===== src/rtl/cic_pkg.sv =====
// Package for the cascaded interrupt controller: types and codes for the
// controller and the datapath, and the priority resolver functions of the datapath.
// No dependencies.
package cic_pkg;

   typedef enum logic [2:0] {
      CMD_PORT_WR  = 3'd0,
      CMD_PORT_RD  = 3'd1,
      CMD_LINE     = 3'd2,
      CMD_ACK      = 3'd3,
      CMD_ELCR_WR  = 3'd4,
      CMD_ELCR_RD  = 3'd5,
      CMD_UNUSED6  = 3'd6,
      CMD_UNUSED7  = 3'd7
   } cmd_type;

   localparam logic       CFG_ALLOW_MASTER = 1'b0;
   localparam logic       CFG_ALLOW_SLAVE  = 1'b1;
   localparam logic [7:0] ALLOW_MASTER_RST = 8'hf8;
   localparam logic [7:0] ALLOW_SLAVE_RST  = 8'hde;
   localparam logic [7:0] POLL_HIT         = 8'h80;
   localparam logic [7:0] POLL_NONE        = 8'h07;

   // Controller to datapath commands.
   typedef struct packed {
      logic    exec;
      logic    ack2;
      cmd_type cmd;
   } ctl_type;

   // Datapath to controller status.
   typedef struct packed {
      logic m_is2;
   } sts_type;

   typedef struct packed {
      logic [7:0] edge_seen;
      logic [7:0] irr;
      logic [7:0] imr;
      logic [7:0] isr;
      logic [2:0] pbase;
      logic [4:0] vbase;
      logic       rd_isr;
      logic       poll;
      logic       smm;
      logic [1:0] init_step;
      logic       aeoi;
      logic       rot_aeoi;
      logic       sfnm;
      logic       icw4;
      logic       single;
      logic       ltim;
      logic [7:0] elcr;
   } chip_type;

   // Priority rank of mask m under rotation base b; 8 means none.
   function automatic logic [3:0] prio_of(input logic [7:0] m, input logic [2:0] b);
      logic [3:0] r;
      logic [2:0] idx;
      r = 4'd8;
      for (int p = 7; p >= 0; p--) begin
         idx = 3'(p) + b;
         if (m[idx]) r = 4'(p);
      end
      return r;
   endfunction

   // Best deliverable line: {valid, line}.
   function automatic logic [3:0] best_line(input chip_type s, input logic is_master);
      logic [3:0] p;
      logic [3:0] q;
      logic [7:0] cur;
      p   = prio_of(s.irr & ~s.imr, s.pbase);
      cur = s.isr;
      if (s.smm) cur = cur & ~s.imr;
      if (s.sfnm && is_master) cur[2] = 1'b0;
      q   = prio_of(cur, s.pbase);
      if (!p[3] && p < q) return {1'b1, p[2:0] + s.pbase};
      return 4'd0;
   endfunction

endpackage


===== src/rtl/cic_ctrl.sv =====
// Controller for the cascaded interrupt controller: sequences each
// transaction, passing through ST_ACK2 for an acknowledge through the slave.
// Depends on cic_pkg.
module cic_ctrl (
   input  logic             clock,
   input  logic             reset,
   input  logic             req_start,
   input  cic_pkg::cmd_type req_cmd,
   input  cic_pkg::sts_type sts,
   output logic             req_busy,
   output cic_pkg::ctl_type ctl,
   output logic             rsp_valid
);

   typedef enum logic [1:0] {ST_IDLE, ST_ACK2} state_type;

   state_type state_ff;
   logic      valid_ff;
   logic      take;

   assign req_busy  = (state_ff != ST_IDLE);
   assign take      = req_start && !req_busy;
   assign rsp_valid = valid_ff;

   always_comb begin
      ctl.exec = take;
      ctl.cmd  = req_cmd;
      ctl.ack2 = (state_ff == ST_ACK2);
   end

   always_ff @(posedge clock) begin
      if (reset) begin
         state_ff <= ST_IDLE;
         valid_ff <= 1'b0;
      end else begin
         valid_ff <= 1'b0;
         unique case (state_ff)
            ST_IDLE: begin
               if (take) begin
                  if (req_cmd == cic_pkg::CMD_ACK && sts.m_is2) state_ff <= ST_ACK2;
                  else valid_ff <= 1'b1;
               end
            end
            ST_ACK2: begin
               state_ff <= ST_IDLE;
               valid_ff <= 1'b1;
            end
            default: state_ff <= ST_IDLE;
         endcase
      end
   end

endmodule


===== src/rtl/cic_dp.sv =====
// Datapath for the cascaded interrupt controller: per-chip register files,
// port decode, line events, acknowledge and cascade repair.
// Depends on cic_pkg.
module cic_dp (
   input  logic             clock,
   input  logic             reset,
   input  cic_pkg::ctl_type ctl,
   input  logic             req_chip,
   input  logic             req_port,
   input  logic [7:0]       req_wdata,
   input  logic [3:0]       req_line,
   input  logic             req_line_level,
   input  logic             csr_we,
   input  logic             csr_index,
   input  logic [7:0]       csr_wdata,
   output cic_pkg::sts_type sts,
   output logic [7:0]       rsp_rdata,
   output logic [7:0]       rsp_vector,
   output logic             rsp_intr_active,
   output logic [2:0]       rsp_intr_line
);

   cic_pkg::chip_type chip_ff [2];
   cic_pkg::chip_type chip_in [2];
   logic [7:0] allow_m_ff, allow_s_ff;
   logic [7:0] rdata_ff, rdata_in, vector_ff, vector_in;
   logic       ia_ff, ia_in;
   logic [2:0] il_ff, il_in;
   logic [3:0] m_best, s_best, pre_s;
   cic_pkg::chip_type pm;

   assign rsp_rdata       = rdata_ff;
   assign rsp_vector      = vector_ff;
   assign rsp_intr_active = ia_ff;
   assign rsp_intr_line   = il_ff;

   // master after pre-ack refresh, used to pick the line at ack
   always_comb begin
      pm    = chip_ff[0];
      pre_s = cic_pkg::best_line(chip_ff[1], 1'b0);
      if (pre_s[3]) begin
         pm.edge_seen[2] = 1'b1;
         pm.irr[2]       = 1'b1;
      end else begin
         pm.edge_seen[2] = 1'b0;
      end
      m_best = cic_pkg::best_line(pm, 1'b1);
      s_best = cic_pkg::best_line(chip_ff[1], 1'b0);
      sts.m_is2 = m_best[3] && (m_best[2:0] == 3'd2);
   end

   always_comb begin
      cic_pkg::chip_type s;
      logic [3:0] p, r, fin_s, fin_m;
      logic [2:0] ln;
      logic [7:0] msk, allow, v, lm;
      logic       c;
      chip_in[0] = chip_ff[0];
      chip_in[1] = chip_ff[1];
      rdata_in   = 8'd0;
      vector_in  = 8'd0;
      c = req_chip;
      s = chip_ff[c];
      v = req_wdata;
      if (ctl.ack2) begin
         s = chip_ff[1];
         ln = 3'd7;
         if (s_best[3]) begin
            ln = s_best[2:0];
            if (s.aeoi) begin
               if (s.rot_aeoi) s.pbase = ln + 3'd1;
            end else s.isr[ln] = 1'b1;
            s.irr[ln] = 1'b0;
         end
         chip_in[1] = s;
         // master line 2 was taken when the acknowledge was issued; only the slave may raise it again
         chip_in[0].irr[2] = 1'b0;
         vector_in  = {chip_ff[1].vbase, ln};
      end else if (ctl.exec) begin
         unique case (ctl.cmd)
            cic_pkg::CMD_PORT_WR: begin
               if (!req_port) begin
                  if (v[4]) begin
                     s = '0;
                     s.init_step = 2'd1;
                     s.icw4   = v[0];
                     s.single = v[1];
                     s.ltim   = v[3];
                  end else if (v[3]) begin
                     if (v[2]) s.poll = 1'b1;
                     if (v[1]) s.rd_isr = v[0];
                     if (v[6]) s.smm = v[5];
                  end else begin
                     ln = v[2:0];
                     unique case (v[7:5])
                        3'd0, 3'd4: s.rot_aeoi = v[7];
                        3'd1, 3'd5: begin
                           p = cic_pkg::prio_of(s.isr, s.pbase);
                           if (!p[3]) begin
                              ln = p[2:0] + s.pbase;
                              s.isr[ln] = 1'b0;
                              if (v[7]) s.pbase = ln + 3'd1;
                           end
                        end
                        3'd3: s.isr[ln] = 1'b0;
                        3'd6: s.pbase = ln + 3'd1;
                        3'd7: begin
                           s.isr[ln] = 1'b0;
                           s.pbase   = ln + 3'd1;
                        end
                        default: ;
                     endcase
                  end
               end else begin
                  unique case (s.init_step)
                     2'd0: s.imr = v;
                     2'd1: begin
                        s.vbase = v[7:3];
                        s.init_step = s.single ? (s.icw4 ? 2'd3 : 2'd0) : 2'd2;
                     end
                     2'd2: s.init_step = s.icw4 ? 2'd3 : 2'd0;
                     default: begin
                        s.sfnm = v[4];
                        s.aeoi = v[1];
                        s.init_step = 2'd0;
                     end
                  endcase
               end
               chip_in[c] = s;
            end
            cic_pkg::CMD_PORT_RD: begin
               if (s.poll) begin
                  r = cic_pkg::best_line(s, !c);
                  s.poll = 1'b0;
                  if (r[3]) begin
                     s.irr[r[2:0]] = 1'b0;
                     s.isr[r[2:0]] = 1'b0;
                     rdata_in = cic_pkg::POLL_HIT | {5'd0, r[2:0]};
                  end else rdata_in = cic_pkg::POLL_NONE;
               end else if (!req_port) rdata_in = s.rd_isr ? s.isr : s.irr;
               else rdata_in = s.imr;
               chip_in[c] = s;
            end
            cic_pkg::CMD_LINE: begin
               c = req_line[3];
               s = chip_ff[c];
               msk = 8'd1 << req_line[2:0];
               allow = c ? allow_s_ff : allow_m_ff;
               lm = ((s.elcr & allow) | {8{s.ltim}}) & msk;
               if (lm != 8'd0) begin
                  if (req_line_level) s.irr = s.irr | msk;
                  else s.irr = s.irr & ~msk;
                  s.edge_seen = (s.edge_seen & ~msk) | (req_line_level ? msk : 8'd0);
               end else if (req_line_level) begin
                  if ((s.edge_seen & msk) == 8'd0) s.irr = s.irr | msk;
                  s.edge_seen = s.edge_seen | msk;
               end else s.edge_seen = s.edge_seen & ~msk;
               chip_in[c] = s;
            end
            cic_pkg::CMD_ACK: begin
               s = pm;
               if (!m_best[3]) vector_in = {s.vbase, 3'd7};
               else begin
                  ln = m_best[2:0];
                  if (s.aeoi) begin
                     if (s.rot_aeoi) s.pbase = ln + 3'd1;
                  end else s.isr[ln] = 1'b1;
                  s.irr[ln] = 1'b0;
                  vector_in = {s.vbase, ln};
               end
               chip_in[0] = s;
            end
            cic_pkg::CMD_ELCR_WR: begin
               s.elcr = v & (c ? allow_s_ff : allow_m_ff);
               chip_in[c] = s;
            end
            cic_pkg::CMD_ELCR_RD: rdata_in = s.elcr;
            default: ;
         endcase
      end
      // cascade repair and cpu line
      fin_s = cic_pkg::best_line(chip_in[1], 1'b0);
      if (fin_s[3]) begin
         chip_in[0].edge_seen[2] = 1'b1;
         chip_in[0].irr[2]       = 1'b1;
      end else chip_in[0].edge_seen[2] = 1'b0;
      fin_m = cic_pkg::best_line(chip_in[0], 1'b1);
      ia_in = fin_m[3];
      il_in = fin_m[3] ? fin_m[2:0] : 3'd0;
   end

   always_ff @(posedge clock) begin
      if (reset) begin
         chip_ff[0] <= '0;
         chip_ff[1] <= '0;
         allow_m_ff <= cic_pkg::ALLOW_MASTER_RST;
         allow_s_ff <= cic_pkg::ALLOW_SLAVE_RST;
      end else begin
         if ((ctl.exec && !(ctl.cmd == cic_pkg::CMD_ACK && sts.m_is2)) || ctl.ack2
             || (ctl.exec && ctl.cmd == cic_pkg::CMD_ACK)) begin
            chip_ff[0] <= chip_in[0];
            chip_ff[1] <= chip_in[1];
         end
         if (csr_we && csr_index == cic_pkg::CFG_ALLOW_MASTER) allow_m_ff <= csr_wdata;
         if (csr_we && csr_index == cic_pkg::CFG_ALLOW_SLAVE)  allow_s_ff <= csr_wdata;
      end
   end

   always_ff @(posedge clock) begin
      if ((ctl.exec && !(ctl.cmd == cic_pkg::CMD_ACK && sts.m_is2)) || ctl.ack2) begin
         rdata_ff  <= rdata_in;
         vector_ff <= vector_in;
         ia_ff     <= ia_in;
         il_ff     <= il_in;
      end
   end

endmodule


===== src/rtl/cascaded_interrupt_controller.sv =====
// Top level of the cascaded interrupt controller pair.
// Depends on cic_pkg, cic_ctrl and cic_dp.
//
// Usage: a transaction is issued by raising start while busy is low,
// with req_cmd selecting port write/read, line level, acknowledge or edge/
// level register write/read. Exactly one response follows: rsp_valid is high
// for one cycle with rsp_rdata, rsp_vector and the CPU line state
// (rsp_intr_active, rsp_intr_line) after the transaction.
// A response is registered and shown in the cycle after its transaction
// is taken, except an acknowledge that resolves to master line 2, which
// walks the slave in the ST_ACK2 state and answers after it. Throughput is
// one transaction per cycle otherwise; busy is high while ST_ACK2 walks the slave.
// The receiver cannot stall; responses must be taken when shown.
// csr_we/csr_index/csr_wdata write the level-allow registers, index 0 the
// master and 1 the slave, taken at once with no read-back.
// Synchronous reset clears both chips and sets the allow registers to their
// defaults; no clearing pass is needed.
module cascaded_interrupt_controller (
   input  logic       clock,
   input  logic       reset,
   input  logic       start,
   output logic       busy,
   input  logic [2:0] req_cmd,
   input  logic       req_chip,
   input  logic       req_port,
   input  logic [7:0] req_wdata,
   input  logic [3:0] req_line,
   input  logic       req_line_level,
   output logic       rsp_valid,
   output logic [7:0] rsp_rdata,
   output logic [7:0] rsp_vector,
   output logic       rsp_intr_active,
   output logic [2:0] rsp_intr_line,
   input  logic       csr_we,
   input  logic       csr_index,
   input  logic [7:0] csr_wdata
);

   cic_pkg::ctl_type ctl;
   cic_pkg::sts_type sts;

   cic_ctrl u_ctrl (
      .clock     (clock),
      .reset     (reset),
      .req_start (start),
      .req_cmd   (cic_pkg::cmd_type'(req_cmd)),
      .sts       (sts),
      .req_busy  (busy),
      .ctl       (ctl),
      .rsp_valid (rsp_valid)
   );

   cic_dp u_dp (
      .clock           (clock),
      .reset           (reset),
      .ctl             (ctl),
      .req_chip        (req_chip),
      .req_port        (req_port),
      .req_wdata       (req_wdata),
      .req_line        (req_line),
      .req_line_level  (req_line_level),
      .csr_we          (csr_we),
      .csr_index       (csr_index),
      .csr_wdata       (csr_wdata),
      .sts             (sts),
      .rsp_rdata       (rsp_rdata),
      .rsp_vector      (rsp_vector),
      .rsp_intr_active (rsp_intr_active),
      .rsp_intr_line   (rsp_intr_line)
   );

endmodule

===== config.mk =====
export PLATFORM = sky130hd
export DESIGN_NAME = cascaded_interrupt_controller
export DESIGN_NICKNAME = d
export VERILOG_FILES = /design/src/rtl/cic_pkg.sv /design/src/rtl/cic_ctrl.sv /design/src/rtl/cic_dp.sv /design/src/rtl/cascaded_interrupt_controller.sv
export SDC_FILE = /design/constraint.sdc
export NUM_CORES = 1
export LEC_CHECK = 0
export ABC_AREA = 1
export BUFFER_PORTS_ARGS = -buffer_cell sky130_fd_sc_hd__buf_2
export CAP_MARGIN = 20
export CORE_MARGIN = 2
export CORE_UTILIZATION = 45
export CTS_CLUSTER_SIZE = 25
export DETAILED_ROUTE_END_ITERATION = 6
export HOLD_SLACK_MARGIN = 0.1
export SETUP_SLACK_MARGIN = 0.1
export SLEW_MARGIN = 20
export SYNTH_ARGS = -nofsm -noshare
export SYNTH_HDL_FRONTEND = slang
export SYNTH_HIERARCHICAL = 1
export SYNTH_SLANG_ARGS = --single-unit

===== constraint.sdc =====
create_clock -name clock -period 12.55 [get_ports clock]
set_input_delay 2.51 -clock clock [delete_from_list [all_inputs] [get_ports clock]]
set_output_delay 2.51 -clock clock [all_outputs]
set_load 0.01 [all_outputs]

==> flow_summary.yaml, run 1 <==
drt:
  vias_per_cell: 5.96
  vias: 19900
  first_pass_iters: 6
  drc: 0
  drt_iter0_markers: 2378
  antenna_left: 0
  wirelength_microns: 73600
  wl_per_cell_microns: 22.0
yosys:
  seq_area_frac_synth: 0.259
  ys_seq_elements: 156
  syn_avg_cell_area_sq_um: 6.14
  synth_compound_area_frac: 0.191
  synth-adder-area-share: 0.0316
  syn_inst: 2832
  synth_cell_types: 69
  yosys_warnings: 6
  netlist_area_sq_um: 17400
  synth-edff-count: 138
  async_flop_share: 0
  muxShareOfSynthArea: 0.00403
  syn_nets: 2904
  ys.flop_type: "edfxtp_1"
  synth_xor_area_frac: 0.0172
  synth_top_family_by_area: "simple AND/OR/NAND/NOR gates"
  synth-simple-area-share: 0.392
clocking:
  cts_buffers: 17
  holdBufCountCts: 0
  post_cts_buffers: 0
  cts_tree: "done"
  ctsRootBufferMaster: "clkbuf_16"
  clkTransAtPathRegs_ns: 0.08
  clock-sinks: 156
  clk_latency_ns: 0.48
  htreeDepth: 4
  postCtsResizedCells: 0
  cts.path.max_buffers: 2
timing:
  setup_viol_count_final: 0
  drv_slew: 0
  fmax_mhz: 87.7
  slew_headroom: 0.264
  fin_worst_skew_ns: 0.0202
  finalCriticalPeriod_ns: 11.40
  rsz0062_at_grt: "no"
  worst_slack_ns: 1.15
  period_share: 0.909
  tns_ns: 0
  finalHoldViolCount: 0
  holdWs_ns: 0.492
  tightest_slew_ns: 1.10
critical_path:
  cp_slowest_stage_delay_ns: 0.61
  cp.arrival_ns: 11.63
  startpoint: "req_chip"
  regToRegEndpoint: "u_dp/rsp_intr_line[2]"
  crit_path_max_fanout: 24
  path_common_cell: "nand2_1"
  ff2ff_setup_slack_ns: 2.53
  r2r_start: "u_dp/chip_ff[0][24]"
  critPathKind: "primary input to flop"
  worst_setup_path_start_kind: "primary input"
  crit_family: "adder cells"
  cp-end-kind: "flop"
  path_buf_inv: 9
  crit_slowest_cell: "fa_1"
  reg2reg_depth: 57
  worstPathRequired_ns: 12.77
placement:
  pre_cts_slack_ns: 0.886
  io_buffers: 52
  dp_hpwl_microns: 57800
  place_inst: 3311
  gp_congestion: 1.06
  dpl_cell_area_sq_um: 17900
global_routing:
  grt_pass1_vias: 18200
  antenna_found_initial: 2
  grt_use_total: 0.362
  overflow: 0
  grt_max_degree: 60
  grt_pass1_wl_microns: 111000
run_status:
  status: "completed"
floorplanning:
  fp.dieH_microns: 201
  rows: 72
  core_region_area_sq_um: 38400
  initial_core_util: 0.453
  die_width_microns: 201
  io_pins: 53
  die_area_sq_um: 40200
cells_and_area:
  drive_gt1_frac: 0.0850
  fin_cells: 3343
  final_area_sq_um: 18500
  fin_util: 0.483
  layout.nets: 2884
  fillers: 4100
  diodes: 0
  layout_common_cells: "nand2_1 (844), nand3_1 (326), inv_1 (293)"
  final_common_cell: "nand2_1"
  syn_to_final_growth_pct: 6.60
power_and_ir_drop:
  p_leak_nw: 8.28
  power.density_nw_per_um2: 137
  total_power_mw: 2.53
  vdd_drop_max_v: 0.000115
min_path:
  min_path_cells: 2
  hold_path_end: "u_ctrl/rsp_valid"
  hp-class: "flop to flop"
  hp-start: "u_ctrl/state_ff[0]"
job:
  cap_violations: 0
-- worst max path at each step --
stage	endpoint	slack, ns	cells past startpoint
final	u_dp/rsp_intr_line[2]	1.15	56
after CTS	u_dp/rsp_intr_line[2]	1.37	56
after global placement	u_dp/rsp_intr_line[2]	1.03	56
after detailed placement	u_dp/rsp_intr_line[2]	0.89	56
after global routing	u_dp/rsp_intr_line[2]	0.29	57
after floorplan	u_dp/rsp_intr_line[2]	2.70	57
-- state kept, by name, indices dropped and copies added (netlist names) --
register              count
u_ctrl/rsp_valid          1
u_ctrl/state_ff           1
u_dp/allow_m_ff           8
u_dp/allow_s_ff           8
u_dp/chip_ff            118
u_dp/rsp_intr_active      1
u_dp/rsp_intr_line        3
u_dp/rsp_rdata            8
u_dp/rsp_vector           8
-- synthesized netlist by cell type (all sizes together) (5+ instances only) --
library cell,instances,area (sq um)
nor2,287,1140
edfxtp,138,4140
or2,17,106
nor3,28,160
o21bai,5,37.5
nand2,875,3420
a22oi,10,88.8
clkinv,12,50.1
fa,5,100
inv,313,1180
nand4,19,125
xor2,15,180
o221ai,10,87.6
a31oi,28,188
ha,36,450
nand3,339,1780
o22ai,27,169
o211ai,26,200
o21ai,260,1330
buf,50,358
dfxtp,18,360
mux2i,7,70.1
clkbuf,63,236
xnor2,11,119
a211oi,10,95.1
a21oi,189,953
-- power by group --
part	leakage (nW)	total [mW]	switching (mW)	internal, mW
registers	1.64	0.665	0.0457	0.619
clock network	0.301	0.550	0.270	0.281
logic	6.35	1.32	0.942	0.376
-- layout make-up --
cell class                 instances  area [sq um]  area share
inverter                         325          1230      0.0666
tap                              518           648      0.0350
sequential                       156          4500       0.243
clock inverter                    14           158     0.00850
clock buffer                      18           450      0.0243
multi-input combinational       2238         11100       0.599
timing repair buffer              74           448      0.0242
-- routing by layer --
metal / share of wire / up-vias / GRT usage
li1: - / 9422 / -
met1: 0.43 / 9343 / 0.491
met2: 0.44 / 985 / 0.567
met3: 0.090 / 158 / 0.0648
met4: 0.044 / 0 / 0.156
met5: 0 / - / 0
-- worst reg2reg max path: cells and delay by family (launching register included) --
family / cells / cell delay, ns
adder cells (fa/ha/maj): 8 / 2.75
AND/OR/NAND/NOR: 26 / 2.69
AO/OA/AOI/OAI: 12 / 2.00
buffers and inverters: 9 / 1.68
flip-flops: 1 / 0.36
XOR/XNOR: 2 / 0.31
-- logic make-up after synthesis --
kind of cell | Yosys count
and+or+nand+nor | 1578
buffers and inverters | 438
adders and majority gates | 41
AOI/OAI and AO/OA | 586
muxes | 7
xor gates and xnor gates | 26
DFF | 156
Note: power is estimated with default switching activity, not from simulation.
==> run 2, diff against run 1 <==
Settings changed: ABC_AREA 1 to default.
==> flow_summary.yaml, run 2 <==
clocking:
  cts_buffers: 17
  clk_latency_ns: 0.51
  ctsRootBufferMaster: "clkbuf_16"
  htreeDepth: 4
  clock-sinks: 156
  holdBufCountCts: 0
  post_cts_buffers: 0
  cts_tree: "done"
  clkTransAtPathRegs_ns: 0.07
  postCtsResizedCells: 0
  cts.path.max_buffers: 2
drt:
  drc: 0
  vias: 21000
  wl_per_cell_microns: 29.1
  vias_per_cell: 7.01
  first_pass_iters: 6
  antenna_left: 0
  wirelength_microns: 87200
  drt_iter0_markers: 2678
placement:
  pre_cts_slack_ns: 0.483
  dpl_cell_area_sq_um: 20400
  dp_hpwl_microns: 66100
  io_buffers: 52
  gp_congestion: 1.06
yosys:
  synth-simple-area-share: 0.240
  yosys_warnings: 6
  synth-adder-area-share: 0.0281
  yosysTopAreaCell: "edfxtp_1"
  yosys.cell_count.top_type: "nor2_1"
  synth_cell_types: 118
  synth_common_cells: "nor2_1 (324), nand2_1 (229), a21oi_1 (155)"
  synth_compound_area_frac: 0.275
  ys_seq_elements: 156
  ys.flop_type: "edfxtp_1"
  syn_avg_cell_area_sq_um: 8.08
  syn_nets: 2499
  async_flop_share: 0
  synth_xor_area_frac: 0.0144
  synthTopCellsByArea: "edfxtp_1 (21%), mux2i_1 (7.0%), nor2_1 (6.2%)"
  netlist_area_sq_um: 19600
  muxShareOfSynthArea: 0.163
  synth_top_area_frac: 0.211
  seq_area_frac_synth: 0.230
  syn_inst: 2427
  synth-edff-count: 138
  synth_top_family_by_area: "compound AO/OA/AOI/OAI gates"
global_routing:
  grt_pass1_wl_microns: 128000
  grt_use_total: 0.384
  antenna_found_initial: 2
  grt_max_degree: 79
  grt_pass1_vias: 19300
  overflow: 0
cells_and_area:
  layout.nets: 2472
  largest_register_ffs: 118
  diodes: 0
  largest_register: "u_dp/chip_ff"
  syn_to_final_growth_pct: 7.14
  fillers: 4322
  layout_common_cells: "nor2_1 (323), nand2_1 (228), a21oi_1 (155)"
  drive_gt1_frac: 0.143
  final_common_cell: "nor2_1"
  final_area_sq_um: 21000
critical_path:
  path_common_cell: "ha_1"
  cp_slowest_stage_delay_ns: 0.59
  worstPathRequired_ns: 12.80
  cp.arrival_ns: 11.98
  ff2ff_setup_slack_ns: 1.12
  critPathKind: "primary input to flop"
  crit_slowest_cell: "fa_1"
  reg2reg_depth: 38
  regToRegEndpoint: "u_dp/rsp_intr_line[2]"
  crit_path_max_fanout: 78
  worst_setup_path_start_kind: "primary input"
  r2r_start: "u_dp/chip_ff[1][24]"
  cp-end-kind: "flop"
timing:
  holdWs_ns: 0.492
  worst_slack_ns: 0.815
  rsz0062_at_grt: "no"
  fin_worst_skew_ns: 0.0284
  period_share: 0.935
  slew_headroom: 0.206
  tns_ns: 0
  tightest_slew_ns: 1.19
  finalCriticalPeriod_ns: 11.74
  setup_viol_count_final: 0
  fmax_mhz: 85.2
  drv_slew: 0
  finalHoldViolCount: 0
floorplanning:
  io_pins: 53
  core_region_area_sq_um: 43100
  rows: 76
  die_area_sq_um: 45300
  fp.dieH_microns: 213
  die_width_microns: 213
  initial_core_util: 0.455
min_path:
  hold_path_end: "u_dp/allow_m_ff[1]"
  hp-start: "u_dp/allow_m_ff[1]"
  min_path_cells: 2
  hp-class: "flop to flop"
power_and_ir_drop:
  power.density_nw_per_um2: 147
  total_power_mw: 3.08
  p_leak_nw: 7.71
  vdd_drop_max_v: 0.000106
run_status:
  status: "completed"
job:
  cap_violations: 0
run 2: cell types whose count changed in the layout (fill, tap and decap cells not counted), moves of 51 or more:
cell / before / now
nand2_1: 844 / 228
nand3_1: 326 / 67
inv_1: 293 / 36
mux2i_1: 7 / 138
o21ai_0: 206 / 124
buf_4: 22 / 79
nor2_1: 271 / 323
mux4_2: 0 / 51
run 2: layout make-up:
| class | count | area (sq um) | share of cell area |
|---|---|---|---|
| Timing Repair Buffer | 131 | 868 | 0.0413 |
| Clock inverter | 14 | 145 | 0.00691 |
| Clock buffer | 18 | 430 | 0.0205 |
| Tap cell | 585 | 732 | 0.0348 |
| Inverter | 45 | 174 | 0.00828 |
| Multi-Input combinational cell | 2049 | 14200 | 0.674 |
| Sequential cell | 156 | 4500 | 0.214 |
run 2: through the flow:
step | utilization | instances
floorplan | - | 2427
global placement | 0.474 | 2966
detailed placement | 0.474 | 2966
CTS | 0.488 | 2998
global route | 0.488 | 2998
finish | 0.488 | 2998
run 2: critical path: cells and delay by family:
family | cells | cell delay (ns)
compound gates | 17 | 3.35
xor+xnor | 3 | 0.81
fa+ha+maj | 7 | 2.20
buf+inv | 5 | 0.85
mux | 3 | 1.05
simple gates | 7 | 1.17
run 2: power breakdown:
group	internal, mW	switching (mW)	leakage (nW)
sequential	0.621	0.0598	1.64
combinational	0.631	1.23	5.79
clock	0.266	0.276	0.289
run 2: cells by family (layout without fill, tap and decap cells):
logic type | after synthesis | after routing
AND/OR/NAND/NOR | 969 | 969
multiplexers | 242 | 242
flip-flops | 156 | 156
adder cells (fa/ha/maj) | 41 | 41
AO/OA/AOI/OAI | 769 | 769
buffers and inverters | 222 | 208
XOR/XNOR | 28 | 28
run 2: metal layers:
metal / up-vias / global-route usage / share of wire
met5: - / 0 / 0.00014
met4: 2 / 0.212 / 0.062
met3: 232 / 0.0787 / 0.098
met2: 1243 / 0.558 / 0.42
met1: 10300 / 0.533 / 0.42
li1: 9265 / - / -
run 2: worst max-delay path by stage:
| stage | start | to | cells past startpoint |
|---|---|---|---|
| after detailed placement | req_chip | u_dp/rsp_intr_line[2] | 42 |
| after floorplan | req_chip | u_dp/rsp_intr_line[2] | 42 |
| final | req_chip | u_dp/rsp_intr_line[2] | 42 |
| after global routing | req_chip | u_dp/rsp_intr_line[2] | 42 |
| after global placement | req_chip | u_dp/rsp_intr_line[2] | 42 |
| after CTS | req_chip | u_dp/rsp_intr_line[2] | 42 |
